==> src/hdl/lz78pe_pkg.sv <==
package lz78pe_pkg;

	localparam int DICT_ENTRIES = 4096;
	localparam int NUM_CELLS    = 16;
	localparam int BANK_DEPTH   = DICT_ENTRIES / NUM_CELLS;
	localparam int CELL_W       = $clog2(NUM_CELLS);
	localparam int ROW_W        = (BANK_DEPTH > 1) ? $clog2(BANK_DEPTH) : 1;
	localparam int IDX_W        = ROW_W + CELL_W;
	localparam int COUNT_W      = $clog2(DICT_ENTRIES + 1);
	localparam int PHRASE_W     = 13;
	localparam int BYTE_W       = 8;

	typedef struct packed {
		logic [BYTE_W-1:0] in_byte;
		logic              in_last;
	} byte_item_t;

	typedef struct packed {
		logic [PHRASE_W-1:0] phrase_number;
		logic [BYTE_W-1:0]   tail_byte;
		logic                has_tail;
		logic                token_last;
	} token_item_t;

	typedef struct packed {
		logic [COUNT_W-1:0] prefix;
		logic [BYTE_W-1:0]  tail;
	} entry_t;

	// search key and live entry count, held steady for a whole sweep
	typedef struct packed {
		entry_t             pair;
		logic [COUNT_W-1:0] count;
	} key_t;

	typedef struct packed {
		logic              en;
		logic [CELL_W-1:0] lane;
		logic [ROW_W-1:0]  row;
		entry_t            entry;
	} wr_t;

	// probe travelling down the chain, one per dictionary row
	typedef struct packed {
		logic               vld;
		logic               tail;
		logic [ROW_W-1:0]   row;
		logic               hit;
		logic [COUNT_W-1:0] hit_num;
	} probe_t;

endpackage

==> src/hdl/lz78pe_ctrl.sv <==
module lz78pe_ctrl (
	input  logic                    clk,
	input  logic                    arst_n,
	input  logic                    byte_valid,
	output logic                    byte_stall,
	input  lz78pe_pkg::byte_item_t  byte_item,
	output logic                    token_valid,
	input  logic                    token_stall,
	output lz78pe_pkg::token_item_t token_item,
	output lz78pe_pkg::key_t        key,
	output lz78pe_pkg::wr_t         wr,
	output lz78pe_pkg::probe_t      probe_head,
	input  lz78pe_pkg::probe_t      probe_end
);

	typedef enum logic [3:0] {
		S_IDLE   = 4'b0001,
		S_SEARCH = 4'b0010,
		S_DRAIN  = 4'b0100,
		S_DECIDE = 4'b1000
	} state_t;

	state_t                          state_q;
	logic [lz78pe_pkg::COUNT_W-1:0]  phrase_q;
	logic [lz78pe_pkg::COUNT_W-1:0]  count_q;
	logic [lz78pe_pkg::BYTE_W-1:0]   byte_q;
	logic                            last_q;
	logic [lz78pe_pkg::ROW_W-1:0]    row_q;
	logic                            hit_q;
	logic [lz78pe_pkg::COUNT_W-1:0]  hit_num_q;
	lz78pe_pkg::token_item_t         token_q;
	logic                            token_valid_q;

	logic                            accept;
	logic                            out_free;
	logic                            extend;
	logic                            load;
	logic                            room;
	logic [lz78pe_pkg::COUNT_W-1:0]  cnt_m1;
	logic [lz78pe_pkg::ROW_W-1:0]    last_row;

	assign byte_stall = (state_q != S_IDLE);
	assign accept     = byte_valid && !byte_stall;
	assign out_free   = !token_valid_q || !token_stall;
	assign extend     = hit_q && !last_q;
	assign load       = (state_q == S_DECIDE) && !extend && out_free;
	assign room       = count_q < lz78pe_pkg::COUNT_W'(lz78pe_pkg::DICT_ENTRIES);
	assign cnt_m1     = lz78pe_pkg::COUNT_W'(count_q - lz78pe_pkg::COUNT_W'(1));
	assign last_row   = cnt_m1[lz78pe_pkg::CELL_W +: lz78pe_pkg::ROW_W];

	assign key.pair.prefix = phrase_q;
	assign key.pair.tail   = byte_q;
	assign key.count       = count_q;

	assign wr.en           = load && !hit_q && room;
	assign wr.lane         = count_q[lz78pe_pkg::CELL_W-1:0];
	assign wr.row          = count_q[lz78pe_pkg::CELL_W +: lz78pe_pkg::ROW_W];
	assign wr.entry.prefix = phrase_q;
	assign wr.entry.tail   = byte_q;

	assign probe_head.vld     = (state_q == S_SEARCH);
	assign probe_head.tail    = (row_q == last_row);
	assign probe_head.row     = row_q;
	assign probe_head.hit     = 1'b0;
	assign probe_head.hit_num = '0;

	always_ff @(posedge clk or negedge arst_n) begin
		if (!arst_n) begin
			state_q   <= S_IDLE;
			phrase_q  <= '0;
			count_q   <= '0;
			byte_q    <= '0;
			last_q    <= 1'b0;
			row_q     <= '0;
			hit_q     <= 1'b0;
			hit_num_q <= '0;
		end else begin
			unique case (state_q)
				S_IDLE: begin
					if (accept) begin
						byte_q <= byte_item.in_byte;
						last_q <= byte_item.in_last;
						row_q  <= '0;
						hit_q  <= 1'b0;
						if (count_q == '0) begin
							state_q <= S_DECIDE;
						end else begin
							state_q <= S_SEARCH;
						end
					end
				end
				S_SEARCH: begin
					row_q <= row_q + 1'b1;
					if (row_q == last_row) begin
						state_q <= S_DRAIN;
					end
				end
				S_DRAIN: begin
					if (probe_end.vld && probe_end.tail) begin
						state_q <= S_DECIDE;
					end
				end
				S_DECIDE: begin
					if (extend) begin
						phrase_q <= hit_num_q;
						state_q  <= S_IDLE;
					end else if (out_free) begin
						phrase_q <= '0;
						state_q  <= S_IDLE;
						if (last_q) begin
							count_q <= '0;
						end else if (room) begin
							count_q <= count_q + 1'b1;
						end
					end
				end
				default: begin
					state_q <= S_IDLE;
				end
			endcase
			if (probe_end.vld && probe_end.hit) begin
				hit_q     <= 1'b1;
				hit_num_q <= probe_end.hit_num;
			end
		end
	end

	always_ff @(posedge clk or negedge arst_n) begin
		if (!arst_n) begin
			token_valid_q <= 1'b0;
		end else if (load) begin
			token_valid_q <= 1'b1;
		end else if (token_valid_q && !token_stall) begin
			token_valid_q <= 1'b0;
		end
	end

	always_ff @(posedge clk) begin
		if (load) begin
			if (hit_q) begin
				token_q.phrase_number <= lz78pe_pkg::PHRASE_W'(hit_num_q);
				token_q.tail_byte     <= '0;
				token_q.has_tail      <= 1'b0;
				token_q.token_last    <= 1'b1;
			end else begin
				token_q.phrase_number <= lz78pe_pkg::PHRASE_W'(phrase_q);
				token_q.tail_byte     <= byte_q;
				token_q.has_tail      <= 1'b1;
				token_q.token_last    <= last_q;
			end
		end
	end

	assign token_valid = token_valid_q;
	assign token_item  = token_q;

	a_count_bound: assert property (@(posedge clk) disable iff (!arst_n)
		count_q <= lz78pe_pkg::COUNT_W'(lz78pe_pkg::DICT_ENTRIES))
		else $error("entry count beyond dictionary size");

	a_write_room: assert property (@(posedge clk) disable iff (!arst_n)
		wr.en |-> (state_q == S_DECIDE) && !hit_q && room)
		else $error("entry written without room or after a match");

	a_probe_window: assert property (@(posedge clk) disable iff (!arst_n)
		probe_end.vld |-> (state_q == S_SEARCH || state_q == S_DRAIN))
		else $error("probe left the chain outside a sweep");

	a_token_source: assert property (@(posedge clk) disable iff (!arst_n)
		$rose(token_valid_q) |-> $past(state_q == S_DECIDE))
		else $error("token loaded outside decision");

endmodule
==> config.mk <==
export PLATFORM = sky130hd
export DESIGN_NAME = lz78pe_ctrl
export DESIGN_NICKNAME = d
export VERILOG_FILES = /design/src/hdl/lz78pe_pkg.sv /design/src/hdl/lz78pe_ctrl.sv
export SDC_FILE = /design/constraint.sdc
export NUM_CORES = 1
export LEC_CHECK = 0
export CAP_MARGIN = 10
export CORE_ASPECT_RATIO = 0.75
export CORE_UTILIZATION = 50
export DETAILED_ROUTE_END_ITERATION = 7
export DONT_BUFFER_PORTS = 1
export PLACE_DENSITY = 0.68
export RECOVER_POWER = 50
export SLEW_MARGIN = 20
export SYNTH_ARGS = -nofsm -noshare
export SYNTH_HDL_FRONTEND = slang
export SYNTH_SLANG_ARGS = --single-unit
==> constraint.sdc <==
create_clock -name clk -period 2.7 [get_ports clk]
set_input_delay 0.27 -clock clk [delete_from_list [all_inputs] [get_ports clk]]
set_output_delay 0.27 -clock clk [all_outputs]
set_load 0.01 [all_outputs]
==> reports/metrics.yaml, run 1 <==
outcome:
  status: "finished, violations left"
  violations: "capacitance limit, slew limit"
clock_tree:
  clk_latency_ns: 0.33
  path_clk_slew_ns: 0.06
  root_buffer: "clkbuf_16"
  cts.sinks: 85
  cts_tree: "done"
  htree_levels: 3
  cts_buffers: 9
  clock_path_buffers: 2
drt:
  firstDrtPassIters: 4
  wl_um: 8980
  drt_first_iter_violations: 151
  avgRoutedWirePerCell_um: 18.7
  vias: 2827
  ant_nets: 0
  route.detailed.drc: 0
  via_per_inst: 5.90
grt:
  grt.overflow.total: 0
  grtUsageTotal: 0.211
  first_global_vias: 2662
  use_met1: 0.288
  grtUsageMet2: 0.309
  met3_usage: 0.0816
  grt_max_degree: 63
  grt_first_pass_wirelength_um: 14500
  antenna_found_initial: 0
  grt.busiest_layer: "met2"
setup_path:
  start_kind: "register"
  crit_buf_inv: 2
  required_ns: 2.43
  cp_slowest_cell: "or3b_4"
  rr_endpoint: "phrase_q[1]"
  cp_max_fo: 3
  critPathMostFrequentCell: "inv_2"
  cpPeakStageDelay_ns: 0.42
  cp_num_cells: 8
  arrival_ns: 2.33
  r2r_start: "hit_q"
  critPathLaunch: "count_q[0]"
  cp_top_family: "simple AND/OR/NAND/NOR gates"
  r2r_cells: 5
  critPathCapture: "probe_head[22]"
  r2r_setup_slack_ns: 0.21
  crit_path_end_kind: "output pin"
  cp_cell_sequence: "inv_2 > ha_1 > or3b_4 > xnor2_2 > or3_4 > a21oi_2 > o2111ai_2 > inv_2"
  path_class: "register to output pin"
floorplan:
  ios: 154
  row_count: 29
  fp.dieW_um: 110
  start_util: 0.515
  die_h_um: 82.8
  die_area_sq_mm: 0.00909
  core-area_sq_mm: 0.00845
yosys:
  synth_commonest_cells: "dfrtp_1, buf_4, mux2_2"
  synth-seq-cells: 85
  ys_seq_area_frac: 0.515
  yosys.area.top_type: "dfrtp_1"
  synth_area_leaders: "dfrtp_1, edfxtp_1, mux2_2"
  synth_edf_count: 23
  synth_cells: 387
  synth_top_area_share: 0.351
  syn_area_sq_mm: 0.00435
  syn_area_per_cell_sq_um: 11.3
  async_reset_ff_frac: 0.729
  synth_flop_cell: "dfrtp_1"
  ys_warn_count: 0
  synth.most_common_cell: "dfrtp_1"
  ys_types: 57
finish:
  finalNetCount: 407
  nFillCells: 731
  stdcell_count: 479
  diodes: 0
  area_growth_pct: 5.60
  drive_gt1_frac: 0.261
sta:
  finalHoldViolCount: 0
  max_clock_freq_mhz: 385
  finalHoldWorstSlack_ns: 0.0195
  clock_skew_ns: 0.00403
  finalSetupViolCount: 0
  rsz0062_at_grt: "false"
  slew_viol_final: 63
  tns_ns: 0
  period_share: 0.962
  setup_slack_ns: 0.102
  slew_headroom: -0.0428
  finalCriticalPeriod_ns: 2.60
  worst_pin_slew_ns: 1.56
power:
  leakage_nw: 1.96
  vdd_drop_max_mv: 0.557
  powerDensity_mw_per_mm2: 936
  power_mw: 4.30
place:
  hpwl_um: 6120
  post-place-ws_ns: 0.231
  io_buffer_count: 0
  dp.cells: 459
  gp_congestion: 0.853
worst_hold_path:
  min_from: "byte_valid"
  min_path_type: "input pin to register"
job:
  drv_cap: 1
per-stage QoR:
stage	utilization	cell area, sq um
after floorplan	-	4400
after global placement	0.499	4220
after detailed placement	0.499	4220
after CTS	0.543	4590
after global routing	0.544	4600
final	0.544	4600
placed cells by master (no fill, tap or decap), types with 3 or more instances in the layout:
master and instances:
dfrtp_1 61, nor2b_1 10, edfxtp_1 23, inv_2 4
nor2_1 23, o21ai_0 15, or2_2 3, nand2_1 27
clkinv_2 3, and3_1 5, nor4_1 3, conb_1 14
ha_1 4, a22o_1 13, nand3_1 7, clkbuf_16 9
mux2_2 35, or3_1 3, o21ai_1 6, xnor2_1 5
xor2_1 12, nand4_1 7, buf_4 17, a21oi_1 8
inv_1 3, nor3_1 4
kinds of logic after synthesis:
| family | Yosys count | synth area share |
|---|---|---|
| buffers and inverters | 73 | 0.112 |
| XOR/XNOR | 18 | 0.0362 |
| flip-flops | 85 | 0.515 |
| AND/OR/NAND/NOR | 111 | 0.141 |
| adder cells (fa/ha/maj) | 4 | 0.0115 |
| multiplexers | 37 | 0.0951 |
| AO/OA/AOI/OAI | 58 | 0.0882 |
| other | 1 | 0.000861 |
state kept, by name, summed over array words and instances (netlist names):
register and count:
hit_num_q 13, state_q 4, byte_q 8, row_q 8
last_q 1, phrase_q 13, hit_q 1, token_valid 1
count_q 13, token_item 23
layout make-up:
cell class,count,area [sq um],share of cell area
timing repair buffer,21,166,0.0362
sequential,85,2240,0.488
tap,108,135,0.0294
multi-input combinational,242,1730,0.375
inverter,7,26.3,0.00571
clock buffer,10,239,0.0520
clock inverter,6,62.6,0.0136
worst min-delay path by stage:
stage                  to  cells after the start
2_1_floorplan   byte_q[0]                      0
3_3_place_gp    byte_q[3]                      0
3_5_place_dp    byte_q[3]                      0
4_1_cts        state_q[0]                      1
5_1_grt        state_q[0]                      1
6_report       state_q[0]                      1
routing by layer:
metal / vias up / wire length, um
li1: 1271 / -
met1: 1402 / 3900
met2: 134 / 4080
met3: 20 / 840
met4: 0 / 155
met5: - / 0
worst reg2reg max path, cell delays in order, from the launching register on:
cell and delay (ns):
dfrtp_1 0.33, clkbuf_1 1.02, inv_1 0.15, nor2_1 0.18, and2_1 0.52, a22o_1 0.23
what timing repair did:
item	4_1_cts	5_1_grt
setup endpoints to repair	1	1
endpoints found under the hold margin	62	0
pin swaps	2	4
gates resized for setup	8	8
buffers inserted	2	0
hold buffers	2	0
power breakdown:
| group | switching [mW] | internal, mW |
|---|---|---|
| clock | 0.491 | 0.740 |
| sequential | 0.430 | 1.62 |
| combinational | 0.525 | 0.496 |
(Power assumes the default switching activity.)
==> inputs of run 2 (changes only) <==
--- a/config.mk
+++ b/config.mk
@@ -7,10 +7,9 @@
 export LEC_CHECK = 0
 export CAP_MARGIN = 10
 export CORE_ASPECT_RATIO = 0.75
-export CORE_UTILIZATION = 50
+export CORE_UTILIZATION = 24
 export DETAILED_ROUTE_END_ITERATION = 7
 export DONT_BUFFER_PORTS = 1
-export PLACE_DENSITY = 0.68
 export RECOVER_POWER = 50
 export SLEW_MARGIN = 20
 export SYNTH_ARGS = -nofsm -noshare
==> reports/metrics.yaml, run 2 (same netlist as run 1, synthesis figures left out) <==
outcome:
  status: "finished, violations left"  # unchanged
  violations: "capacitance limit, slew limit"  # unchanged
drt:
  avgRoutedWirePerCell_um: 17.7  # was 18.7 um
  route.detailed.drc: 0  # unchanged
  drt_first_iter_violations: 163  # was 151
  firstDrtPassIters: 4  # unchanged
  ant_nets: 0  # unchanged
  vias: 2863  # was 2,827
  wl_um: 10900  # was 8980 um
  via_per_inst: 4.65  # was 5.90
clock_tree:
  path_clk_slew_ns: 0.07  # was 0.06 ns
  clk_latency_ns: 0.34  # was 0.33 ns
  cts_buffers: 9  # unchanged
  clock_path_buffers: 2  # unchanged
  cts.sinks: 85  # unchanged
  cts_tree: "done"  # unchanged
  root_buffer: "clkbuf_16"  # unchanged
  htree_levels: 3  # unchanged
floorplan:
  start_util: 0.246  # was 0.515
  ios: 154  # unchanged
  die_h_um: 119  # was 82.8 um
  fp.dieW_um: 158  # was 110 um
  die_area_sq_mm: 0.0187  # was 0.00909 sq mm
  row_count: 42  # was 29
  core-area_sq_mm: 0.0177  # was 0.00845 sq mm
power:
  powerDensity_mw_per_mm2: 923  # was 936 mW/mm^2
  vdd_drop_max_mv: 0.357  # was 0.557 mV
  power_mw: 4.45  # was 4.30 mW
  leakage_nw: 1.98  # was 1.96 nW
place:
  gp_congestion: 0.815  # was 0.853
  io_buffer_count: 0  # unchanged
  hpwl_um: 7500  # was 6120 um
setup_path:
  r2r_setup_slack_ns: 0.28  # was 0.21 ns
  cp_max_fo: 3  # unchanged
  r2r_start: "count_q[0]"  # was hit_q
  crit_path_end_kind: "output pin"  # unchanged
  path_class: "register to output pin"  # unchanged
  required_ns: 2.43  # about the same
  r2r_cells: 10  # was 5
  arrival_ns: 2.33  # about the same
  rr_endpoint: "state_q[1]"  # was phrase_q[1]
  start_kind: "register"  # unchanged
sta:
  clock_skew_ns: 0.00774  # was 0.00403 ns
  period_share: 0.964  # was 0.962
  slew_headroom: -0.112  # was -0.0428
  worst_pin_slew_ns: 1.67  # was 1.56 ns
  max_clock_freq_mhz: 384  # was 385 MHz
  finalCriticalPeriod_ns: 2.60  # about the same
  finalSetupViolCount: 0  # unchanged
  slew_viol_final: 63  # unchanged
  rsz0062_at_grt: "false"  # unchanged
  tns_ns: 0  # unchanged
  finalHoldViolCount: 0  # unchanged
job:
  drv_cap: 1  # unchanged
grt:
  grt_max_degree: 63  # unchanged
  grt.overflow.total: 0  # unchanged
  grtUsageTotal: 0.123  # was 0.211
  grt_first_pass_wirelength_um: 16900  # was 14,500 um
  first_global_vias: 2990  # was 2,662
  antenna_found_initial: 0  # unchanged
finish:
  final_common_cell: "dfrtp_1"  # unchanged
  largest_register_ffs: 23  # unchanged
  area_growth_pct: 10.7  # was 5.60%
  finalNetCount: 410  # was 407
  drive_gt1_frac: 0.267  # was 0.261
  most-common-layout-cells: "dfrtp_1, mux2_2, nand2_1"  # unchanged
  diodes: 0  # unchanged
worst_hold_path:
  hold_depth: 1  # unchanged
  min_from: "probe_end[12]"  # was byte_valid
  hold_path_end: "hit_num_q[12]"  # was state_q[0]
  min_path_type: "input pin to register"  # unchanged
-- run 2: worst max-delay path by stage --
stage          startpoint        endpoint
2_1_floorplan  count_q[1]  probe_head[22]
3_3_place_gp   count_q[0]  probe_head[22]
3_5_place_dp   count_q[0]  probe_head[22]
4_1_cts        count_q[1]  probe_head[22]
5_1_grt        count_q[1]  probe_head[22]
6_report       count_q[0]  probe_head[22]
-- run 2: where the power goes --
part | total [mW] | internal, mW | switching (mW)
Clock | 1.28 | 0.745 | 0.531
Sequential | 2.07 | 1.62 | 0.446
Combinational | 1.11 | 0.530 | 0.576
-- run 2: critical path, cell delays in order (launching register included) --
cell       delay, ns
dfrtp_1         0.40
inv_2           0.08
ha_4            0.13
or3b_4          0.39
xnor2_2         0.16
or3_4           0.39
a21oi_4         0.16
o2111ai_2       0.17
inv_2           0.11
-- run 2: layout make-up --
class                           instances  area, sq um
Sequential cell                        85         2240
Clock inverter                          5         60.1
Inverter                                7         26.3
Timing Repair Buffer                   24          199
Multi-Input combinational cell        242         1750
Clock buffer                           11          243
Tap cell                              242          303
Fill cell                            1859        12900
-- run 2: routing by layer --
metal,GRT usage,routed length [um],share of wire
met1,0.156,4810,0.44
met2,0.190,5060,0.47
met3,0.0396,784,0.072
met4,0.0528,219,0.020
met5,0,0,0
-- run 2: per-stage QoR --
step	hold slack [ns]	area, sq um	setup slack [ns]	cells	util
3_5_place_dp	-0.0237	4380	0.231	592	0.247
4_1_cts	0.0568	4760	0.00147	613	0.269
2_1_floorplan	-0.0256	4400	0.0245	400	-
5_1_grt	0.0500	4820	0.00105	616	0.272
6_report	0.0708	4820	0.0975	616	0.272
3_3_place_gp	-0.0237	4380	0.269	592	0.247
-- run 2: repair_timing --
| item | 4_1_cts | 5_1_grt |
|---|---|---|
| gates resized for setup | 8 | 11 |
| hold buffers | 3 | 0 |
| hold endpoints to repair | 63 | 0 |
| pin swaps | 2 | 7 |
| buffers inserted | 2 | 3 |
| setup endpoints to repair | 1 | 1 |
